## config.mk

```make
export PLATFORM = sky130hd
export DESIGN_NAME = button_press_classifier_flat
export DESIGN_NICKNAME = d
export VERILOG_FILES = /design/src/design/bpc_pkg.sv /design/src/design/bpc_if.sv /design/src/design/bpc_core.sv /design/src/design/button_press_classifier.sv /design/src/flat_wrapper.sv
export SDC_FILE = /design/constraint.sdc
export NUM_CORES = 1
export LEC_CHECK = 0
export BUFFER_PORTS_ARGS = -buffer_cell sky130_fd_sc_hd__buf_2
export CAP_MARGIN = 20
export CORE_MARGIN = 4
export CORE_UTILIZATION = 30
export CTS_CLUSTER_SIZE = 12
export DETAILED_ROUTE_END_ITERATION = 8
export GPL_TIMING_DRIVEN = 1
export HOLD_SLACK_MARGIN = 0.03
export SYNTH_ARGS = -nofsm -noshare
export SYNTH_HDL_FRONTEND = slang
export SYNTH_SLANG_ARGS = --single-unit
```

## constraint.sdc

```tcl
create_clock -name clk -period 14.1 [get_ports clk]
set_clock_uncertainty 0.2 [all_clocks]
set_input_delay 0.705 -clock clk [delete_from_list [all_inputs] [get_ports clk]]
set_output_delay 0.705 -clock clk [all_outputs]
set_load 0.02 [all_outputs]
```

## src/design/bpc_pkg.sv

```systemverilog
// bpc_pkg: shared types, constants and helpers for the button press classifier.
// No dependencies; compiled first.
package bpc_pkg;

  // Width of the wrapping millisecond time base.
  localparam int TIME_BITS  = 32;
  localparam int NOW_W      = 32;
  localparam int CFG_DATA_W = 16;
  localparam int CFG_IDX_W  = 3;

  typedef logic [TIME_BITS-1:0]  time_t;
  typedef logic [CFG_DATA_W-1:0] ms_t;

  // Configuration register indexes.
  typedef enum logic [CFG_IDX_W-1:0] {
    REG_IDLE_HIGH     = 3'd0,
    REG_DEBOUNCE      = 3'd1,
    REG_LONG_PRESS    = 3'd2,
    REG_LONG_REPEAT   = 3'd3,
    REG_TRIPLE_WINDOW = 3'd4
  } cfg_reg_t;

  localparam logic RST_IDLE_HIGH     = 1'b1;
  localparam ms_t  RST_DEBOUNCE      = 16'd30;
  localparam ms_t  RST_LONG_PRESS    = 16'd500;
  localparam ms_t  RST_LONG_REPEAT   = 16'd500;
  localparam ms_t  RST_TRIPLE_WINDOW = 16'd500;

  localparam logic [1:0] TRIPLE_COUNT = 2'd3;

  typedef struct packed {
    logic idle_high;
    ms_t  debounce_ms;
    ms_t  long_press_ms;
    ms_t  long_repeat_ms;
    ms_t  triple_window_ms;
  } cfg_t;

  typedef struct packed {
    logic             level;
    logic [NOW_W-1:0] now_ms;
  } smp_t;

  typedef struct packed {
    logic short_press;
    logic long_press;
    logic triple_press;
  } res_t;

  // Wrapping difference now - then.
  function automatic time_t elapsed(input time_t now, input time_t then_t);
    elapsed = now - then_t;
  endfunction

  // Wrapped elapsed time strictly beyond a 16-bit limit.
  function automatic logic past_limit(input time_t now, input time_t then_t, input ms_t lim);
    past_limit = elapsed(now, then_t) > TIME_BITS'(lim);
  endfunction

endpackage

```

## src/design/bpc_if.sv

```systemverilog
// bpc_if: valid/ready channel interfaces for the button press classifier.
// Depends on bpc_pkg.
interface bpc_in_if;
  import bpc_pkg::*;
  logic             valid;
  logic             ready;
  logic             level;
  logic [NOW_W-1:0] now_ms;

  modport source (output valid, output level, output now_ms, input ready);
  modport sink   (input valid, input level, input now_ms, output ready);
endinterface

interface bpc_out_if;
  logic valid;
  logic ready;
  logic short_press;
  logic long_press;
  logic triple_press;

  modport source (output valid, output short_press, output long_press,
                  output triple_press, input ready);
  modport sink   (input valid, input short_press, input long_press,
                  input triple_press, output ready);
endinterface

```

## src/design/bpc_core.sv

```systemverilog
// bpc_core: press state and combinational classification of one sample.
// Depends on bpc_pkg.
module bpc_core (
  input  logic          clk,
  input  logic          rst_n,
  input  bpc_pkg::cfg_t cfg,
  input  logic          acc,
  input  bpc_pkg::smp_t smp,
  output bpc_pkg::res_t res
);
  import bpc_pkg::*;

  logic       prev_level_r, held_down_r, held_long_r;
  time_t      press_time_r, long_time_r, short_time_r;
  logic [1:0] short_count_r;

  logic       held_down_nxt, held_long_nxt;
  time_t      press_time_nxt, long_time_nxt, short_time_nxt;
  logic [1:0] short_count_nxt;

  time_t now;
  logic  cur_p, prev_p;

  always_comb begin
    now    = TIME_BITS'(smp.now_ms);
    cur_p  = smp.level != cfg.idle_high;
    prev_p = prev_level_r != cfg.idle_high;

    held_down_nxt   = held_down_r;
    held_long_nxt   = held_long_r;
    press_time_nxt  = press_time_r;
    long_time_nxt   = long_time_r;
    short_time_nxt  = short_time_r;
    short_count_nxt = short_count_r;
    res             = '0;

    // release edge goes first, so a release never sees a long event
    if (!cur_p && prev_p) begin
      if (held_down_r && !held_long_r) begin
        res.short_press = 1'b1;
        short_time_nxt  = now;
        short_count_nxt = short_count_r + 2'd1;
      end
      held_down_nxt = 1'b0;
      held_long_nxt = 1'b0;
    end

    if (cur_p && !prev_p)
      press_time_nxt = now;

    if (cur_p && prev_p && past_limit(now, press_time_nxt, cfg.debounce_ms))
      held_down_nxt = 1'b1;

    if (held_down_nxt && past_limit(now, press_time_nxt, cfg.long_press_ms) &&
        past_limit(now, long_time_r, cfg.long_repeat_ms)) begin
      long_time_nxt  = now;
      held_long_nxt  = 1'b1;
      res.long_press = 1'b1;
    end

    if (short_count_nxt == TRIPLE_COUNT) begin
      res.triple_press = 1'b1;
      short_count_nxt  = 2'd0;
    end
    if (past_limit(now, short_time_nxt, cfg.triple_window_ms))
      short_count_nxt = 2'd0;
  end

  always_ff @(posedge clk) begin
    if (!rst_n) begin
      prev_level_r  <= 1'b1;
      held_down_r   <= 1'b0;
      held_long_r   <= 1'b0;
      press_time_r  <= '0;
      long_time_r   <= '0;
      short_time_r  <= '0;
      short_count_r <= 2'd0;
    end else if (acc) begin
      prev_level_r  <= smp.level;
      held_down_r   <= held_down_nxt;
      held_long_r   <= held_long_nxt;
      press_time_r  <= press_time_nxt;
      long_time_r   <= long_time_nxt;
      short_time_r  <= short_time_nxt;
      short_count_r <= short_count_nxt;
    end
  end

endmodule

```

## src/design/button_press_classifier.sv

```systemverilog
// button_press_classifier: top level; config registers, core and output buffer.
// Depends on bpc_pkg, bpc_if and bpc_core.
//
//   channel  | dir | payload                                  | handshake
//   ---------+-----+------------------------------------------+-------------
//   in_ch    | in  | level, now_ms[31:0]                      | valid/ready
//   out_ch   | out | short_press, long_press, triple_press    | valid/ready
//   cfg_*    | in  | cfg_index[2:0], cfg_data[15:0]           | cfg_we only
//
// One sample per clock while in_ch.ready is high: the core classifies a sample in
// the cycle it is accepted and updates its press state at that edge; the result is
// registered in the output register, or in skid if out_ch stalls. Every transaction
// gives one result. A two-entry output buffer (output register plus skid) keeps
// in_ch.ready high while one result waits; ready drops only when both are full.
// rst_n is synchronous, active low; it restores register defaults and press state.
module button_press_classifier (
  input  logic                                clk,
  input  logic                                rst_n,
  bpc_in_if.sink                              in_ch,
  bpc_out_if.source                           out_ch,
  input  logic                                cfg_we,
  input  logic [bpc_pkg::CFG_IDX_W-1:0]       cfg_index,
  input  logic [bpc_pkg::CFG_DATA_W-1:0]      cfg_data
);
  import bpc_pkg::*;

  cfg_t cfg_r;
  smp_t smp;
  res_t res_new, out_data_r, skid_data_r;
  logic out_valid_r, skid_valid_r;
  logic acc, pop;

  // configuration registers; writes outside the list are dropped
  always_ff @(posedge clk) begin
    if (!rst_n) begin
      cfg_r.idle_high        <= RST_IDLE_HIGH;
      cfg_r.debounce_ms      <= RST_DEBOUNCE;
      cfg_r.long_press_ms    <= RST_LONG_PRESS;
      cfg_r.long_repeat_ms   <= RST_LONG_REPEAT;
      cfg_r.triple_window_ms <= RST_TRIPLE_WINDOW;
    end else if (cfg_we) begin
      unique case (cfg_reg_t'(cfg_index))
        REG_IDLE_HIGH:     cfg_r.idle_high        <= cfg_data[0];
        REG_DEBOUNCE:      cfg_r.debounce_ms      <= cfg_data;
        REG_LONG_PRESS:    cfg_r.long_press_ms    <= cfg_data;
        REG_LONG_REPEAT:   cfg_r.long_repeat_ms   <= cfg_data;
        REG_TRIPLE_WINDOW: cfg_r.triple_window_ms <= cfg_data;
        default: ;
      endcase
    end
  end

  assign in_ch.ready = !skid_valid_r;
  assign acc         = in_ch.valid && in_ch.ready;
  assign pop         = out_valid_r && out_ch.ready;
  assign smp.level   = in_ch.level;
  assign smp.now_ms  = in_ch.now_ms;

  bpc_core u_core (
    .clk   (clk),
    .rst_n (rst_n),
    .cfg   (cfg_r),
    .acc   (acc),
    .smp   (smp),
    .res   (res_new)
  );

  // output register with skid entry behind it
  always_ff @(posedge clk) begin
    if (!rst_n) begin
      out_valid_r  <= 1'b0;
      skid_valid_r <= 1'b0;
    end else if (!out_valid_r || pop) begin
      if (skid_valid_r) begin
        out_valid_r  <= 1'b1;
        skid_valid_r <= 1'b0;
      end else begin
        out_valid_r  <= acc;
      end
    end else if (acc) begin
      skid_valid_r <= 1'b1;
    end
  end

  always_ff @(posedge clk) begin
    if (!out_valid_r || pop) begin
      out_data_r <= skid_valid_r ? skid_data_r : res_new;
    end else if (acc) begin
      skid_data_r <= res_new;
    end
  end

  assign out_ch.valid        = out_valid_r;
  assign out_ch.short_press  = out_data_r.short_press;
  assign out_ch.long_press   = out_data_r.long_press;
  assign out_ch.triple_press = out_data_r.triple_press;

endmodule

```

## src/flat_wrapper.sv

```systemverilog
// flat-port wrapper written by rule: the top's interface ports become plain ports
module button_press_classifier_flat import bpc_pkg::*;
  (clk, rst_n, cfg_we, cfg_index, cfg_data, in_ch_valid, in_ch_level, in_ch_now_ms, in_ch_ready, out_ch_valid, out_ch_short_press, out_ch_long_press, out_ch_triple_press, out_ch_ready);
  bpc_in_if in_ch_i ();
  bpc_out_if out_ch_i ();
  input  logic clk;
  input  logic rst_n;
  input  logic cfg_we;
  input  logic [bpc_pkg::CFG_IDX_W-1:0] cfg_index;
  input  logic [bpc_pkg::CFG_DATA_W-1:0] cfg_data;
  input wire logic [$bits(in_ch_i.valid)-1:0] in_ch_valid;
  input wire logic [$bits(in_ch_i.level)-1:0] in_ch_level;
  input wire logic [$bits(in_ch_i.now_ms)-1:0] in_ch_now_ms;
  output wire logic [$bits(in_ch_i.ready)-1:0] in_ch_ready;
  output wire logic [$bits(out_ch_i.valid)-1:0] out_ch_valid;
  output wire logic [$bits(out_ch_i.short_press)-1:0] out_ch_short_press;
  output wire logic [$bits(out_ch_i.long_press)-1:0] out_ch_long_press;
  output wire logic [$bits(out_ch_i.triple_press)-1:0] out_ch_triple_press;
  input wire logic [$bits(out_ch_i.ready)-1:0] out_ch_ready;
  assign in_ch_i.valid = in_ch_valid;
  assign in_ch_i.level = in_ch_level;
  assign in_ch_i.now_ms = in_ch_now_ms;
  assign in_ch_ready = in_ch_i.ready;
  assign out_ch_valid = out_ch_i.valid;
  assign out_ch_short_press = out_ch_i.short_press;
  assign out_ch_long_press = out_ch_i.long_press;
  assign out_ch_triple_press = out_ch_i.triple_press;
  assign out_ch_i.ready = out_ch_ready;
  button_press_classifier u_core (.clk(clk), .rst_n(rst_n), .in_ch(in_ch_i), .out_ch(out_ch_i), .cfg_we(cfg_we), .cfg_index(cfg_index), .cfg_data(cfg_data));
endmodule
```

==> results.ini, run 1 <==
[status]
outcome=complete, no violations

[clocking]
cts.sinks=174
cts_tree=yes
cts_inserted_buffers=17
cts.reportedPaths.clkPinSlew_ps=80
clk-insertion-delay-late_ps=460
clock_path_buffers=2
post-cts-setup-buffer-count=0
root_buffer_cell=sky130_fd_sc_hd__clkbuf_16
h-tree-depth=4
ctsHoldBuffers=0
cts_resized=0

[pwr]
p_leak_nw=6.187
worst_ir_drop_vdd_mv=0.05874
combPwrFrac=0.353
design_power_total_w=0.001564
power.sequential.fraction=0.338
clock_group_share_of_total_power=0.309
net-switching-power_w=0.0005847
p_int_w=0.0009792
sw_frac_of_total=0.3738
power_per_cell_area_nw_per_um2=100.2

[yosys]
async_flop_share=0
synth_register_bits=174
synthesis.yosys.warnings=0
synth_largest_area_cell=sky130_fd_sc_hd__dfxtp_1
synth_top_area_share=0.2363
ys_types=79
avgSynthCellArea_um2=7.606
synth_ff_type=sky130_fd_sc_hd__dfxtp_1
synth.net_count=2077
synth-edff-count=6
ys_top_cells_by_area=sky130_fd_sc_hd__dfxtp_1 (24%), sky130_fd_sc_hd__ha_1 (13%), sky130_fd_sc_hd__nand2_1 (8.7%), sky130_fd_sc_hd__mux2i_1 (6.3%), sky130_fd_sc_hd__a21oi_1 (5.7%)
synth_area_um2=14230
netlist_instances=1871
synth_seq_area_share=0.2490

[drt]
via_count=13310
wl_per_instance_um=16.91
final_antenna_net_count=0
detail_route.vias_per_cell=5.322
drtIter0Drc=992
detail_route.drc_violations=0
drt-total-wl_mm=42.29
wl_met3_mm=1.584
detailedRoute.firstPassIterationCount=5
met2_wirelength_mm=20.36
wl_met1_mm=19.17
maxUsedRoutingLayer=met4

[critical_path]
timing.rr.start=u_core.cfg_r[64]
worstSetupEndpointType=flop
r2r-end=u_core.u_core.short_count_r[0]
cp_data_arrival_time_ps=6900
slowest_delay_ps=530
setup_slack_on_the_worst_flop_to_flop_path_ps=7370
timing.critical_path.fanout_max=15
timing_worst_setup_path_type=reg2reg
origin_of_the_worst_setup_path=u_core.cfg_r[64]
crit_path_frequent_cell=sky130_fd_sc_hd__a21oi_1
timing.critical_path.required_ps=14280
slowest_stage=sky130_fd_sc_hd__dfxtp_1
startpoint_type=flop
reg2reg_depth=33

[sta]
finalSetupViolations=0
hold_vio_cnt_final=0
fmax_ghz=0.1487
hold-worst-slack_ps=258.3
post-route-period-util=0.4770
finalCriticalPeriod_ps=6725
slew_headroom=0.3771
timing_worst_slew_pin_value_ps=910.8
report.final.slew_viol_count=0
setup_total_negative_slack_ps=0
grt_setup_unrepaired=false

[finish]
area_growth_syn_to_layout_pct=9.689
mostFrequentLayoutCell=sky130_fd_sc_hd__nand2_1
most_frequent_cells_in_the_layout=sky130_fd_sc_hd__nand2_1 (329), sky130_fd_sc_hd__dfxtp_1 (168), sky130_fd_sc_hd__a21oi_1 (163), sky130_fd_sc_hd__ha_1 (147), sky130_fd_sc_hd__inv_1 (130)
utilization=0.3339
antenna-diode-count=0
drive_gt1_frac=0.06864
nNetsFinal=2087

[grt]
first_global_vias=12700
grt_start_max_net_pins=85
grt.overflow.total=0
grt_usage=0.1634
antenna_found_initial=0
wire_length_of_the_first_global_routing_pass_mm=67.74

[min_path]
whs_endpoint=u_core.cfg_r[30]
worst_hold_path_type=reg2reg
hold_path_depth=2
hold_path.startpoint=u_core.cfg_r[30]

[floorplanning]
die-area_um2=50980
placeable_core_area_um2=46750
fp-row-count=79
chipHeight_um=225.8
pin_count=62
dieWidth_um=225.8
effective_utilization_at_floorplan=0.3044

[placement]
io_buffer_count=61
hpwl_mm=32.74
placer_s_final_routability_congestion_estimate=0.9392

[flow_run]
drv.max_cap_violation_count=0

[metrics by stage]
| step | setup slack, ps | cells | cell area [um^2] |
|---|---|---|---|
| floorplan | 7864 | 1871 | 14230 |
| global placement | 7160 | 2469 | 15020 |
| detailed placement | 7112 | 2469 | 15020 |
| CTS | 7442 | 2501 | 15610 |
| global route | 6761 | 2501 | 15610 |
| finish | 7375 | 2501 | 15610 |
[power by group through the flow]
stage               combinational, W  clock [W]  sequential [W]
global placement            0.000537          0        0.000539
global route                0.000617   0.000511        0.000531
finish                      0.000552   0.000484        0.000528
CTS                         0.000549   0.000493        0.000528
floorplan                   0.000407          0        0.000537
detailed placement          0.000546          0        0.000540
[final cells by class]
| class | instances | area (um^2) |
|---|---|---|
| Multi-Input combinational cell | 1487 | 9857 |
| Fill cell | 4907 | 31140 |
| Tap cell | 607 | 759.5 |
| Clock inverter | 14 | 135.1 |
| Sequential cell | 174 | 3543 |
| Inverter | 132 | 495.5 |
| Clock buffer | 18 | 450.4 |
| Timing Repair Buffer | 69 | 367.9 |
[routing by layer]
layer,track usage,vias up
li1,-,6653
met1,0.2129,6257
met3,0.01898,74
met5,0,-
met4,0.05414,0
met2,0.2815,327
[state kept, by name (all words and copies together), names as in the netlist]
signal,flops
u_core.cfg_r,65
u_core.u_core.long_time_r,32
u_core.u_core.press_time_r,32
u_core.u_core.short_time_r,32
u_core.skid_data_r,3
u_core.u_core.short_count_r,2
u_core.out_ch.long_press,1
u_core.out_ch.short_press,1
u_core.out_ch.triple_press,1
u_core.out_ch.valid,1
u_core.skid_valid_r,1
u_core.u_core.held_down_r,1
u_core.u_core.held_long_r,1
u_core.u_core.prev_level_r,1
[critical path, delay by kind of cell, from the launching register on]
kind | cells | cell delay, ps
AND/OR/NAND/NOR | 12 | 2180
AO/OA/AOI/OAI | 16 | 2380
XOR/XNOR | 1 | 130
flip-flops | 1 | 530
buffers and inverters | 1 | 220
adder cells (fa/ha/maj) | 3 | 970
[logic make-up after synthesis]
group | synth area share
multiplexers | 0.06577
adder cells (fa/ha/maj) | 0.1350
buffers and inverters | 0.05882
XOR/XNOR | 0.04616
AND/OR/NAND/NOR | 0.2132
flip-flops | 0.2490
AO/OA/AOI/OAI | 0.2320
[worst max path at each step]
stage                                           endpoint  slack [ps]  cells after the start
after CTS                 u_core.u_core.short_count_r[0]        7440                     33
after detailed placement       u_core.u_core.held_long_r        7110                     26
final                     u_core.u_core.short_count_r[0]        7370                     33
after global routing      u_core.u_core.short_count_r[0]        6760                     33
after global placement    u_core.u_core.short_count_r[0]        7160                     34
after floorplan           u_core.u_core.short_count_r[0]        7860                     34
[synthesized netlist by cell type (11+ instances only)]
cell / instances
sky130_fd_sc_hd__nand2_1: 329
sky130_fd_sc_hd__dfxtp_1: 168
sky130_fd_sc_hd__a21oi_1: 163
sky130_fd_sc_hd__ha_1: 147
sky130_fd_sc_hd__inv_1: 130
sky130_fd_sc_hd__nor2_1: 118
sky130_fd_sc_hd__mux2i_1: 89
sky130_fd_sc_hd__clkbuf_1: 63
sky130_fd_sc_hd__o21ai_0: 63
sky130_fd_sc_hd__a21o_1: 45
sky130_fd_sc_hd__xnor2_1: 45
sky130_fd_sc_hd__nand3_1: 43
sky130_fd_sc_hd__a211oi_1: 40
sky130_fd_sc_hd__a21boi_0: 37
sky130_fd_sc_hd__o211ai_1: 31
sky130_fd_sc_hd__xor2_1: 30
sky130_fd_sc_hd__nand2b_1: 26
sky130_fd_sc_hd__nand4_1: 26
sky130_fd_sc_hd__nor2b_1: 25
sky130_fd_sc_hd__nor3_1: 25
sky130_fd_sc_hd__o21a_1: 24
sky130_fd_sc_hd__a31oi_1: 20
sky130_fd_sc_hd__and3_1: 14
sky130_fd_sc_hd__o21bai_1: 11
Power figures use the tool's default switching activity.
==> run 2, diff against run 1 <==
--- a/config.mk
+++ b/config.mk
@@ -5,6 +5,7 @@
 export SDC_FILE = /design/constraint.sdc
 export NUM_CORES = 1
 export LEC_CHECK = 0
+export ABC_AREA = 1
 export BUFFER_PORTS_ARGS = -buffer_cell sky130_fd_sc_hd__buf_2
 export CAP_MARGIN = 20
 export CORE_MARGIN = 4
==> constraint.sdc (replaced) <==
create_clock -name clk -period 6.52 [get_ports clk]
set_clock_uncertainty 0.2 [all_clocks]
set_input_delay 0.326 -clock clk [delete_from_list [all_inputs] [get_ports clk]]
set_output_delay 0.326 -clock clk [all_outputs]
set_load 0.02 [all_outputs]
==> results.ini, run 2 <==
[finish]
final_cell_count_no_fill=2955
multiInputGateArea_um2=9348
most_frequent_cells_in_the_layout=sky130_fd_sc_hd__nand2_1 (492), sky130_fd_sc_hd__inv_1 (372), sky130_fd_sc_hd__a21oi_1 (238), sky130_fd_sc_hd__o21ai_0 (218), sky130_fd_sc_hd__nor2_1 (193)
utilization=0.3387
nFillCells=5186
largest_register=u_core.cfg_r
regArea_um2=3543
largest_register_ffs=65
drive_gt1_frac=0.06752
nNetsFinal=2533
mostFrequentLayoutCell=sky130_fd_sc_hd__nand2_1
area_growth_syn_to_layout_pct=10.96
antenna-diode-count=0
finalInstanceArea_um2=16240

[yosys]
synth_ff_type=sky130_fd_sc_hd__dfxtp_1
synth.net_count=2496
synthesis.yosys.warnings=0
async_flop_share=0
netlist_instances=2290
yosys.cell_count.top_type=sky130_fd_sc_hd__nand2_1
synth_largest_area_cell=sky130_fd_sc_hd__dfxtp_1
ys_top_cells_by_area=sky130_fd_sc_hd__dfxtp_1 (23%), sky130_fd_sc_hd__nand2_1 (13%), sky130_fd_sc_hd__ha_1 (13%), sky130_fd_sc_hd__inv_1 (9.5%), sky130_fd_sc_hd__a21oi_1 (8.1%)
ys_types=49
synth_top_area_share=0.2298
synth_area_um2=14640
synth-edff-count=6
synth_seq_area_share=0.2421
avgSynthCellArea_um2=6.391
most_used_standard_cells_in_the_synthesized_netlist=sky130_fd_sc_hd__nand2_1 (492), sky130_fd_sc_hd__inv_1 (372), sky130_fd_sc_hd__a21oi_1 (238), sky130_fd_sc_hd__o21ai_0 (218), sky130_fd_sc_hd__nor2_1 (194)
synth_register_bits=174

[sta]
finalSetupViolations=0
post-route-period-util=0.8765
report.final.slew_viol_count=0
hold_vio_cnt_final=0
grt_setup_unrepaired=false
setup_total_negative_slack_ps=0
finalCriticalPeriod_ps=5715
slew_headroom=0.3083
timing_worst_slew_pin_value_ps=1038
fmax_ghz=0.1750

[critical_path]
worstSetupEndpointType=flop
timing.critical_path.fanout_max=55
cp_data_arrival_time_ps=5900
slowest_delay_ps=530
timing.rr.start=u_core.cfg_r[64]
reg2reg_depth=28
setup_slack_on_the_worst_flop_to_flop_path_ps=920
startpoint_type=primary input
timing_worst_setup_path_type=in2reg
r2r-end=u_core.u_core.long_time_r[17]
critical_path.top_delay_family=simple AND/OR/NAND/NOR gates
timing.critical_path.required_ps=6710
critPathBufInv=7
slowest_stage=sky130_fd_sc_hd__dlygate4sd3_1
origin_of_the_worst_setup_path=in_ch_level
crit_path_frequent_cell=sky130_fd_sc_hd__nand2_1

[clocking]
cts_tree=yes
cts.sinks=174
cts.reportedPaths.clkPinSlew_ps=80
cts_inserted_buffers=17
clk-insertion-delay-late_ps=460
h-tree-depth=4
root_buffer_cell=sky130_fd_sc_hd__clkbuf_16
clock_path_buffers=2
post-cts-setup-buffer-count=0

[floorplanning]
chipHeight_um=228.9
placeable_core_area_um2=47950
die-area_um2=52380
dieWidth_um=228.9
fp-row-count=80
effective_utilization_at_floorplan=0.3052
pin_count=62

[status]
outcome=complete, no violations

[grt]
grt.overflow.total=0
antenna_found_initial=1
grt_usage=0.1849
first_global_vias=14390
wire_length_of_the_first_global_routing_pass_mm=77.14
grt_start_max_net_pins=102

[flow_run]
drv.max_cap_violation_count=0

[drt]
drtIter0Drc=1066
final_antenna_net_count=0
detail_route.drc_violations=0
via_count=14960
drt-total-wl_mm=49.33
detail_route.vias_per_cell=5.062
wl_per_instance_um=16.70
detailedRoute.firstPassIterationCount=5

[placement]
io_buffer_count=61
placer_s_final_routability_congestion_estimate=0.9232
placed_cell_count=2906
hpwl_mm=39.92
post_dp_cell_area_um2=15490

[min_path]
hold_path_depth=4
hold_path.startpoint=out_ch_ready
worst_hold_path_type=in2reg
whs_endpoint=u_core.skid_valid_r

[pwr]
design_power_total_w=0.003612
worst_ir_drop_vdd_mv=0.1959
p_leak_nw=7.746
power_per_cell_area_nw_per_um2=222.4

run 2: cell count changes after synthesis, sizes merged, moves of 43 or more:
| cell | delta |
|---|---|
| inv | +253 |
| nand2 | +177 |
| o21ai | +157 |
| mux2i | -89 |
| nor2 | +81 |
| a21oi | +74 |
| nand4 | +43 |
run 2: through the flow:
step                      worst slack (ps)  hold WS [ps]
final                                804.9         65.13
after global routing                 357.9         73.29
after CTS                            809.7         31.83
after detailed placement             670.8         255.2
after global placement               635.8         250.4
after floorplan                       2196         235.3
run 2: cell type report:
type / instances / area share
clock inverter: 13 / 0.007551
multi-input combinational: 1662 / 0.5756
inverter: 385 / 0.08899
tap: 615 / 0.04738
clock buffer: 19 / 0.02789
timing repair buffer: 87 / 0.03436
sequential: 174 / 0.2182
run 2: how the worst max path moves through the flow:
stage	end	slack, ps	depth (start not counted)
after global placement	u_core.out_ch.long_press	640	31
after CTS	u_core.u_core.long_time_r[13]	810	27
final	u_core.u_core.long_time_r[17]	800	29
after global routing	u_core.u_core.long_time_r[13]	360	30
after detailed placement	u_core.out_ch.long_press	670	31
after floorplan	u_core.u_core.short_count_r[0]	2200	22
run 2: timing repair:
item	4_1_cts	5_1_grt
endpoints found under the hold margin	51	0
hold buffers	17	0
resized for setup	0	0
run 2: worst reg2reg max path: cells and delay by family (launching register included):
family | cells | cell delay (ps)
and+or+nand+nor | 17 | 2840
AOI/OAI and AO/OA | 2 | 600
buffers and inverters | 6 | 620
xor gates and xnor gates | 1 | 170
adders and majority gates | 2 | 710
DFF | 1 | 370
run 2: report_power, final:
part	total [W]	internal [W]	switching (W)
Clock	0.00103	0.000524	0.000506
Combinational	0.00143	0.000497	0.000932
Sequential	0.00115	0.00113	0.0000241
run 2: per-layer routing:
metal | wire (um) | share of wire | vias to the layer above | global-route usage
met2 | 21780 | 0.44 | 392 | 0.2981
met1 | 22990 | 0.47 | 6873 | 0.2490
met4 | 1526 | 0.031 | 2 | 0.06390
met5 | 7 | 0.00014 | - | 0
met3 | 3034 | 0.061 | 80 | 0.03352
li1 | - | - | 7610 | -
run 2: cells by family after synthesis:
kind of cell / after synthesis / share of synthesized area
simple gates: 897 / 0.2654
compound gates: 551 / 0.2051
buf+inv: 454 / 0.1201
flops: 174 / 0.2421
fa+ha+maj: 149 / 0.1284
xor+xnor: 65 / 0.03890
